`src/rtl/crc8pf_pkg.sv`:
```
// Types, constants and the CRC-8 step function shared by the packet framer modules.
package crc8pf_pkg;

  localparam logic [7:0] SYNC_HI_BYTE = 8'h5A;
  localparam logic [7:0] SYNC_LO_BYTE = 8'hA5;
  localparam logic [7:0] CRC_POLY     = 8'h07;
  localparam logic [7:0] CRC_INIT     = 8'h00;

  localparam int unsigned CFG_INDEX_W = 8;
  localparam logic [CFG_INDEX_W-1:0] REG_DEST_ADDRESS = 8'd0;
  localparam logic [CFG_INDEX_W-1:0] REG_COMMAND_CODE = 8'd1;

  localparam logic [7:0] DEST_ADDRESS_RESET = 8'd0;
  localparam logic [7:0] COMMAND_CODE_RESET = 8'd116;

  typedef struct packed {
    logic [7:0] payload_byte;
    logic [7:0] payload_length;
    logic       first_byte;
    logic       last_byte;
  } item_t;

  typedef struct packed {
    logic [7:0] out_byte;
    logic       run_last;
    logic       frame_end;
  } result_t;

  // Classified item as held in the queue
  typedef struct packed {
    logic [7:0] payload_byte;
    logic [7:0] payload_length;
    logic       first_byte;
    logic       last_byte;
    logic       has_data;
  } entry_t;

  // MSB-first CRC-8, no reflection, no final xor
  function automatic logic [7:0] crc_feed(input logic [7:0] crc, input logic [7:0] data);
    logic [7:0] v;
    v = crc ^ data;
    for (int b = 0; b < 8; b++) begin
      if (v[7]) begin
        v = {v[6:0], 1'b0} ^ CRC_POLY;
      end else begin
        v = {v[6:0], 1'b0};
      end
    end
    return v;
  endfunction

endpackage

```
`src/rtl/crc8pf_front.sv`:
```
// Front end: accepts input items, classifies them and drops those that give no output.
module crc8pf_front (
  input  logic              clk,
  input  logic              rst,
  input  logic              item_valid,
  output logic              item_ready,
  input  crc8pf_pkg::item_t item,
  output logic              push,
  output crc8pf_pkg::entry_t push_entry,
  input  logic              q_ready
);
  import crc8pf_pkg::*;

  logic   stage_valid;
  entry_t stage;
  entry_t classified;
  logic   accept;
  logic   empty_item;

  always_comb begin
    classified.payload_byte   = item.payload_byte;
    classified.payload_length = item.payload_length;
    classified.first_byte     = item.first_byte;
    classified.last_byte      = item.last_byte;
    classified.has_data       = (item.payload_length != 8'd0);
    empty_item = !item.first_byte && !item.last_byte && !classified.has_data;
  end

  assign item_ready = !stage_valid || q_ready;
  assign accept     = item_valid && item_ready;
  assign push       = stage_valid && q_ready;
  assign push_entry = stage;

  always_ff @(posedge clk) begin
    if (rst) begin
      stage_valid <= 1'b0;
    end else if (accept) begin
      // drop items that carry no byte, no header and no CRC
      stage_valid <= !empty_item;
    end else if (q_ready) begin
      stage_valid <= 1'b0;
    end
  end

  always_ff @(posedge clk) begin
    if (accept) begin
      stage <= classified;
    end
  end

endmodule

```
`src/rtl/crc8pf_queue.sv`:
```
// Short FIFO of classified items between the front end and the frame sequencer.
module crc8pf_queue #(
  parameter int unsigned DEPTH = 4
) (
  input  logic               clk,
  input  logic               rst,
  input  logic               push,
  input  crc8pf_pkg::entry_t push_entry,
  output logic               q_ready,
  input  logic               pop,
  output logic               q_valid,
  output crc8pf_pkg::entry_t head
);
  import crc8pf_pkg::*;

  localparam int unsigned AW = (DEPTH > 1) ? $clog2(DEPTH) : 1;
  localparam int unsigned CW = $clog2(DEPTH + 1);

  entry_t        mem [DEPTH];
  logic [AW-1:0] wr_ptr;
  logic [AW-1:0] rd_ptr;
  logic [CW-1:0] count;

  assign q_ready = (count != CW'(DEPTH));
  assign q_valid = (count != '0);
  assign head    = mem[rd_ptr];

  always_ff @(posedge clk) begin
    if (rst) begin
      wr_ptr <= '0;
      rd_ptr <= '0;
      count  <= '0;
    end else begin
      if (push) begin
        wr_ptr <= (wr_ptr == AW'(DEPTH - 1)) ? '0 : wr_ptr + 1'b1;
      end
      if (pop) begin
        rd_ptr <= (rd_ptr == AW'(DEPTH - 1)) ? '0 : rd_ptr + 1'b1;
      end
      if (push && !pop) begin
        count <= count + 1'b1;
      end else if (pop && !push) begin
        count <= count - 1'b1;
      end
    end
  end

  always_ff @(posedge clk) begin
    if (push) begin
      mem[wr_ptr] <= push_entry;
    end
  end

endmodule

```
`src/rtl/crc8pf_back.sv`:
```
// Frame sequencer: expands queued items into header, payload and CRC bytes.
module crc8pf_back (
  input  logic                                 clk,
  input  logic                                 rst,
  input  logic                                 cfg_valid,
  output logic                                 cfg_ready,
  input  logic [crc8pf_pkg::CFG_INDEX_W-1:0]   cfg_index,
  input  logic [7:0]                           cfg_data,
  input  logic                                 q_valid,
  input  crc8pf_pkg::entry_t                   head,
  output logic                                 pop,
  output logic                                 res_valid,
  input  logic                                 res_ready,
  output crc8pf_pkg::result_t                  res
);
  import crc8pf_pkg::*;

  typedef enum logic [2:0] {
    PH_SYNC_HI,
    PH_SYNC_LO,
    PH_ADDR,
    PH_CMD,
    PH_LEN,
    PH_DATA,
    PH_CRC
  } phase_t;

  logic       busy;
  phase_t     phase;
  logic [7:0] running_crc;
  logic [7:0] dest_address;
  logic [7:0] command_code;

  phase_t     cur;
  phase_t     phase_next;
  logic [7:0] crc_next;
  logic [7:0] byte_next;
  logic       done;
  logic       step;

  assign cfg_ready = 1'b1;
  assign step      = q_valid && (!res_valid || res_ready);
  assign pop       = step && done;

  always_comb begin
    if (busy) begin
      cur = phase;
    end else if (head.first_byte) begin
      cur = PH_SYNC_HI;
    end else if (head.has_data) begin
      cur = PH_DATA;
    end else begin
      cur = PH_CRC;
    end

    crc_next   = running_crc;
    byte_next  = running_crc;
    phase_next = PH_CRC;
    done       = 1'b0;

    unique case (cur)
      PH_SYNC_HI: begin
        byte_next  = SYNC_HI_BYTE;
        phase_next = PH_SYNC_LO;
      end
      PH_SYNC_LO: begin
        byte_next  = SYNC_LO_BYTE;
        phase_next = PH_ADDR;
      end
      PH_ADDR: begin
        // restart the CRC at the head of every frame
        byte_next  = dest_address;
        crc_next   = crc_feed(CRC_INIT, dest_address);
        phase_next = PH_CMD;
      end
      PH_CMD: begin
        byte_next  = command_code;
        crc_next   = crc_feed(running_crc, command_code);
        phase_next = PH_LEN;
      end
      PH_LEN: begin
        byte_next = head.payload_length;
        crc_next  = crc_feed(running_crc, head.payload_length);
        if (head.has_data) begin
          phase_next = PH_DATA;
        end else if (head.last_byte) begin
          phase_next = PH_CRC;
        end else begin
          done = 1'b1;
        end
      end
      PH_DATA: begin
        byte_next = head.payload_byte;
        crc_next  = crc_feed(running_crc, head.payload_byte);
        done      = !head.last_byte;
      end
      PH_CRC: begin
        byte_next = running_crc;
        done      = 1'b1;
      end
      default: begin
        done = 1'b1;
      end
    endcase
  end

  always_ff @(posedge clk) begin
    if (rst) begin
      busy         <= 1'b0;
      phase        <= PH_SYNC_HI;
      running_crc  <= CRC_INIT;
      res_valid    <= 1'b0;
      dest_address <= DEST_ADDRESS_RESET;
      command_code <= COMMAND_CODE_RESET;
    end else begin
      if (cfg_valid && cfg_index == REG_DEST_ADDRESS) begin
        dest_address <= cfg_data;
      end
      if (cfg_valid && cfg_index == REG_COMMAND_CODE) begin
        command_code <= cfg_data;
      end
      if (step) begin
        busy        <= !done;
        phase       <= phase_next;
        running_crc <= crc_next;
        res_valid   <= 1'b1;
      end else if (res_ready) begin
        res_valid <= 1'b0;
      end
    end
  end

  always_ff @(posedge clk) begin
    if (step) begin
      res.out_byte  <= byte_next;
      res.run_last  <= done;
      res.frame_end <= (cur == PH_CRC);
    end
  end

  a_end_is_run_last: assert property (@(posedge clk) disable iff (rst)
    res_valid && res.frame_end |-> res.run_last)
    else $error("closing CRC byte not marked as last result of its item");

  a_busy_has_item: assert property (@(posedge clk) disable iff (rst)
    busy |-> q_valid)
    else $error("sequencer mid-item with an empty queue");

  a_data_phase_has_byte: assert property (@(posedge clk) disable iff (rst)
    busy && phase == PH_DATA |-> head.has_data)
    else $error("payload phase entered for an item of zero length");

  a_crc_phase_is_last: assert property (@(posedge clk) disable iff (rst)
    busy && phase == PH_CRC |-> head.last_byte)
    else $error("CRC phase entered for an item without the last flag");

endmodule

```
`src/rtl/crc8_packet_framer.sv`:
```
// Packet framer top level: sync header, address, command, length, payload and CRC-8.
// A payload item with neither flag set gives one output byte; the block takes a new item
// every cycle while such items flow and the output is not stalled. A first item adds the
// sync bytes, address, command and length, and a last item the CRC byte; these come from
// the frame sequencer, which emits one frame byte per cycle into its output register while
// the queue holds an item and the output is not stalled. Items with neither flag and zero
// length give no output and are dropped at the front end. Input passes the front stage,
// queue and output register; the queue of QUEUE_DEPTH items lets input keep flowing during
// header and CRC bursts. The CRC is polynomial 0x07, initial value 0, MSB first, over
// address, command, length and payload. Configuration writes are taken every cycle.
module crc8_packet_framer #(
  parameter int unsigned QUEUE_DEPTH = 4
) (
  input  logic                                clk,
  input  logic                                rst,
  input  logic                                cfg_valid,
  output logic                                cfg_ready,
  input  logic [crc8pf_pkg::CFG_INDEX_W-1:0]  cfg_index,
  input  logic [7:0]                          cfg_data,
  input  logic                                item_valid,
  output logic                                item_ready,
  input  crc8pf_pkg::item_t                   item,
  output logic                                res_valid,
  input  logic                                res_ready,
  output crc8pf_pkg::result_t                 res
);
  import crc8pf_pkg::*;

  logic   push;
  entry_t push_entry;
  logic   q_ready;
  logic   q_valid;
  entry_t head;
  logic   pop;

  crc8pf_front u_front (
    .clk        (clk),
    .rst        (rst),
    .item_valid (item_valid),
    .item_ready (item_ready),
    .item       (item),
    .push       (push),
    .push_entry (push_entry),
    .q_ready    (q_ready)
  );

  crc8pf_queue #(
    .DEPTH (QUEUE_DEPTH)
  ) u_queue (
    .clk        (clk),
    .rst        (rst),
    .push       (push),
    .push_entry (push_entry),
    .q_ready    (q_ready),
    .pop        (pop),
    .q_valid    (q_valid),
    .head       (head)
  );

  crc8pf_back u_back (
    .clk       (clk),
    .rst       (rst),
    .cfg_valid (cfg_valid),
    .cfg_ready (cfg_ready),
    .cfg_index (cfg_index),
    .cfg_data  (cfg_data),
    .q_valid   (q_valid),
    .head      (head),
    .pop       (pop),
    .res_valid (res_valid),
    .res_ready (res_ready),
    .res       (res)
  );

endmodule
```
`config.mk`:
```
export PLATFORM = sky130hd
export DESIGN_NAME = crc8_packet_framer
export DESIGN_NICKNAME = d
export VERILOG_FILES = /design/src/rtl/crc8pf_pkg.sv /design/src/rtl/crc8pf_front.sv /design/src/rtl/crc8pf_queue.sv /design/src/rtl/crc8pf_back.sv /design/src/rtl/crc8_packet_framer.sv
export SDC_FILE = /design/constraint.sdc
export NUM_CORES = 1
export LEC_CHECK = 0
export ABC_AREA = 0
export ABC_CLOCK_PERIOD_IN_PS = 3600
export BUFFER_PORTS_ARGS = -buffer_cell sky130_fd_sc_hd__buf_2
export CAP_MARGIN = 20
export CORE_ASPECT_RATIO = 1.4
export CORE_UTILIZATION = 55
export CTS_CLUSTER_SIZE = 8
export DETAILED_ROUTE_END_ITERATION = 12
export PLACE_DENSITY = 0.84
export SKIP_CTS_REPAIR_TIMING = 1
export SYNTH_ARGS = -nofsm -noshare
export SYNTH_HDL_FRONTEND = slang
export SYNTH_SLANG_ARGS = --single-unit
```
`constraint.sdc`:
```
create_clock -name clk -period 3.6 [get_ports clk]
set_input_delay 0.72 -clock clk [delete_from_list [all_inputs] [get_ports clk]]
set_output_delay 0.72 -clock clk [all_outputs]
set_load 0.05 [all_outputs]
```
==> results.ini <==
[worst_setup_path]
cp-end-kind=register
worstPathMaxFanout=7
worst-endpoint-required_ns=3.94
critical_path_class=register to register
start_kind=register
arrival_ns=3.20

[floorplan]
initial_core_util_pct=56.2
io_pins=52
core-area_um2=12300
fp.dieArea_um2=13000
fp.dieW_um=96.8
die_y_um=135
num_rows=48

[global_route]
globalRouteOverflowTotal=0
grt_pass1_vias=4320
grt_max_degree=38
antenna_found_initial=0
grt_usage_pct=22.2
grt_pass1_wl_um=21900

[detailed_routing]
drtAntennaViolNets=0
wl_per_cell_um=19.0
drt_pass1_iterations=6
drt-total-wl_um=13800
wl_met3_um=708
drc=0
met2_length_um=7180
highest_layer=met4
wl_met1_um=5330
avgViaCountPerCell=5.95
drt_iter0_drc=264
vias=4323

[timing]
tns_ns=0
layout_min_cycle_time_ns=2.85
tightest_slew_ns=1.03
slew_headroom_pct=31.0
rsz0062_at_grt=no
fin_hold_ws_ns=0.469
clock_skew_ns=0.00830
max_freq_ghz=0.351
finalSetupViolations=0
finalMaxSlewViolations=0
final_hold_viol_count=0
period_share_pct=79.2

[layout]
fin_nets=610
num_antenna_cells=0
area_growth_pct=13.2
final.fill_count=880
final_layout_size_suffix_gt1_share_pct=18.7

[placement]
gp_congestion=0.888
dp.final_hpwl_um=10000
io_buffers=50

[synthesis]
synth_edf_count=105
synth.avg_cell_area_um2=13.4
syn_area_um2=6920
ys.flop_type=edfxtp_1
yosysSeqAreaShare_pct=56.9
ys_ff_latch=144
synthCells=518
synth_fp_nets=564
synth_warnings=0
yosysUniqueCellTypes=61
async_flop_share_pct=0

[clock_tree]
cts_root_buffer=clkbuf_16
numClockSinks=144
htree_levels=4
clk_latency_ns=0.42
clkSlewWorstSetupHoldPaths_ns=0.07
cts_buffer_depth=2
cts_buffers=17
cts_tree=built

[power]
ir_worst_vdd_mv=0.515
power_density_nw_per_um2=861
power_leakage_nw=2.81

[hold_path]
min_from=item[12]
min_path_type=input port to register

[job]
cap_violations=0

[status]
status=completed

==> worst max-delay path, cell delays in order (launching register included) <==
cell and delay, ns:
dfxtp_1 0.47, mux4_2 0.62, a21oi_1 0.17, o21bai_1 0.10, a21oi_1 0.32, inv_1 0.09, ha_1 0.21, inv_1 0.08
fa_1 0.18, xor2_1 0.07, or3_1 0.31, a21oi_1 0.14
==> metal layers <==
metal	track usage (%)	vias to the layer above
met4	12.6	0
li1	-	2012
met3	4.35	49
met2	39.3	170
met5	0	-
met1	25.0	2092
==> metrics by stage <==
step                      total power, mW  cells  utilization, %  cell area [um2]  worst slack [ns]
after CTS                            6.75    727            63.6             7830             0.736
after global placement               4.92    695            58.6             7220             0.842
final                                6.74    727            63.6             7830             0.748
after floorplan                      4.47    518               -             6920             0.807
after detailed placement             4.96    695            58.6             7220             0.757
after global routing                 7.03    727            63.6             7830             0.592
==> cells by family (layout without fill, tap and decap cells) <==
logic type,after synthesis,in the layout,share of synthesized area [%]
adder cells (fa/ha/maj),7,7,1.37
AO/OA/AOI/OAI,78,78,8.12
other,1,1,0.0542
multiplexers,40,40,9.89
XOR/XNOR,88,88,12.8
flip-flops,144,144,56.9
AND/OR/NAND/NOR,120,120,7.74
buffers and inverters,40,99,3.13
==> sequential cells by signal (all words and copies together) (netlist names), named ones only <==
signal,flops
u_back.busy,1
u_back.command_code,8
u_back.dest_address,8
u_back.phase,3
u_back.res,10
u_back.res_valid,1
u_back.running_crc,8
u_front.push_entry,19
u_front.stage_valid,1
u_queue.count,3
u_queue.mem,76
u_queue.rd_ptr,2
u_queue.wr_ptr,2
==> worst paths after layout <==
check                           cells after the start                endpoint  slack (ns)
worst max-delay path                               11        u_queue.count[2]        0.75
worst min register to register                      2        u_back.res_valid        0.48
worst min-delay path                                1  u_front.push_entry[13]        0.47
worst max register to register                     11        u_queue.count[2]        0.75
==> cells in the mapped netlist, types with 2 or more instances <==
cell / instances / area (um2)
a211o_1: 5 / 43.8
a211oi_1: 6 / 45.0
a21o_1: 2 / 15.0
a21oi_1: 20 / 100
a221o_1: 4 / 40.0
a221oi_1: 5 / 43.8
a222oi_1: 3 / 30.0
a22oi_1: 5 / 37.5
a311oi_1: 2 / 17.5
a31oi_1: 2 / 12.5
and2_1: 5 / 31.3
and3_1: 3 / 18.8
buf_1: 3 / 11.3
buf_2: 3 / 15.0
buf_6: 3 / 33.8
clkbuf_1: 14 / 52.6
clkbuf_8: 2 / 27.5
dfxtp_1: 39 / 781
edfxtp_1: 105 / 3150
ha_1: 6 / 75.1
inv_1: 13 / 48.8
mux2i_1: 20 / 200
mux4_1: 9 / 236
mux4_2: 11 / 248
nand2_1: 36 / 135
nand3_1: 5 / 25.0
nand4_1: 2 / 12.5
nor2_1: 48 / 180
nor2b_1: 5 / 31.3
nor3_1: 8 / 40.0
nor4_1: 3 / 18.8
o21a_1: 2 / 15.0
o21ai_0: 6 / 30.0
o21ai_1: 2 / 10.0
o22ai_1: 3 / 18.8
o31ai_1: 2 / 15.0
xnor2_1: 54 / 473
xnor2_2: 3 / 48.8
xnor3_1: 4 / 90.1
xor2_1: 24 / 210
==> cells in the final DEF, fill, tap and decap left out, drive strengths merged, types with 2 or more instances in the layout <==
master / count
edfxtp: 105
xnor2: 57
buf: 54
nor2: 48
dfxtp: 39
nand2: 37
xor2: 25
inv: 22
a21oi: 21
mux2i: 20
mux4: 20
clkbuf: 17
nor3: 8
o21ai: 8
a211oi: 6
ha: 6
nor2b: 5
a221oi: 5
a22oi: 5
nand3: 5
a211o: 5
and2: 5
xnor3: 5
a221o: 4
clkinv: 4
and3: 3
a222oi: 3
nor4: 3
o22ai: 3
a21o: 3
o21a: 2
o31ai: 2
nand4: 2
a311oi: 2
a31oi: 2
==> power breakdown <==
group | internal (mW) | leakage [nW] | total, mW | switching (mW)
logic | 1.15 | 1.23 | 2.70 | 1.55
registers | 2.05 | 1.28 | 2.27 | 0.214
clock network | 1.00 | 0.297 | 1.77 | 0.774
total | 4.20 | 2.81 | 6.74 | 2.54
==> area by class of cell <==
type	count	area, um2	share of cell area, %
flip-flops and latches	144	3930	50.2
multi-input cells	334	2770	35.4
clock buffers	17	425	5.43
repair buffers	54	280	3.58
well taps	150	188	2.40
clock inverters	15	186	2.38
inverters	13	48.8	0.623
Power figures use the tool's default switching activity.
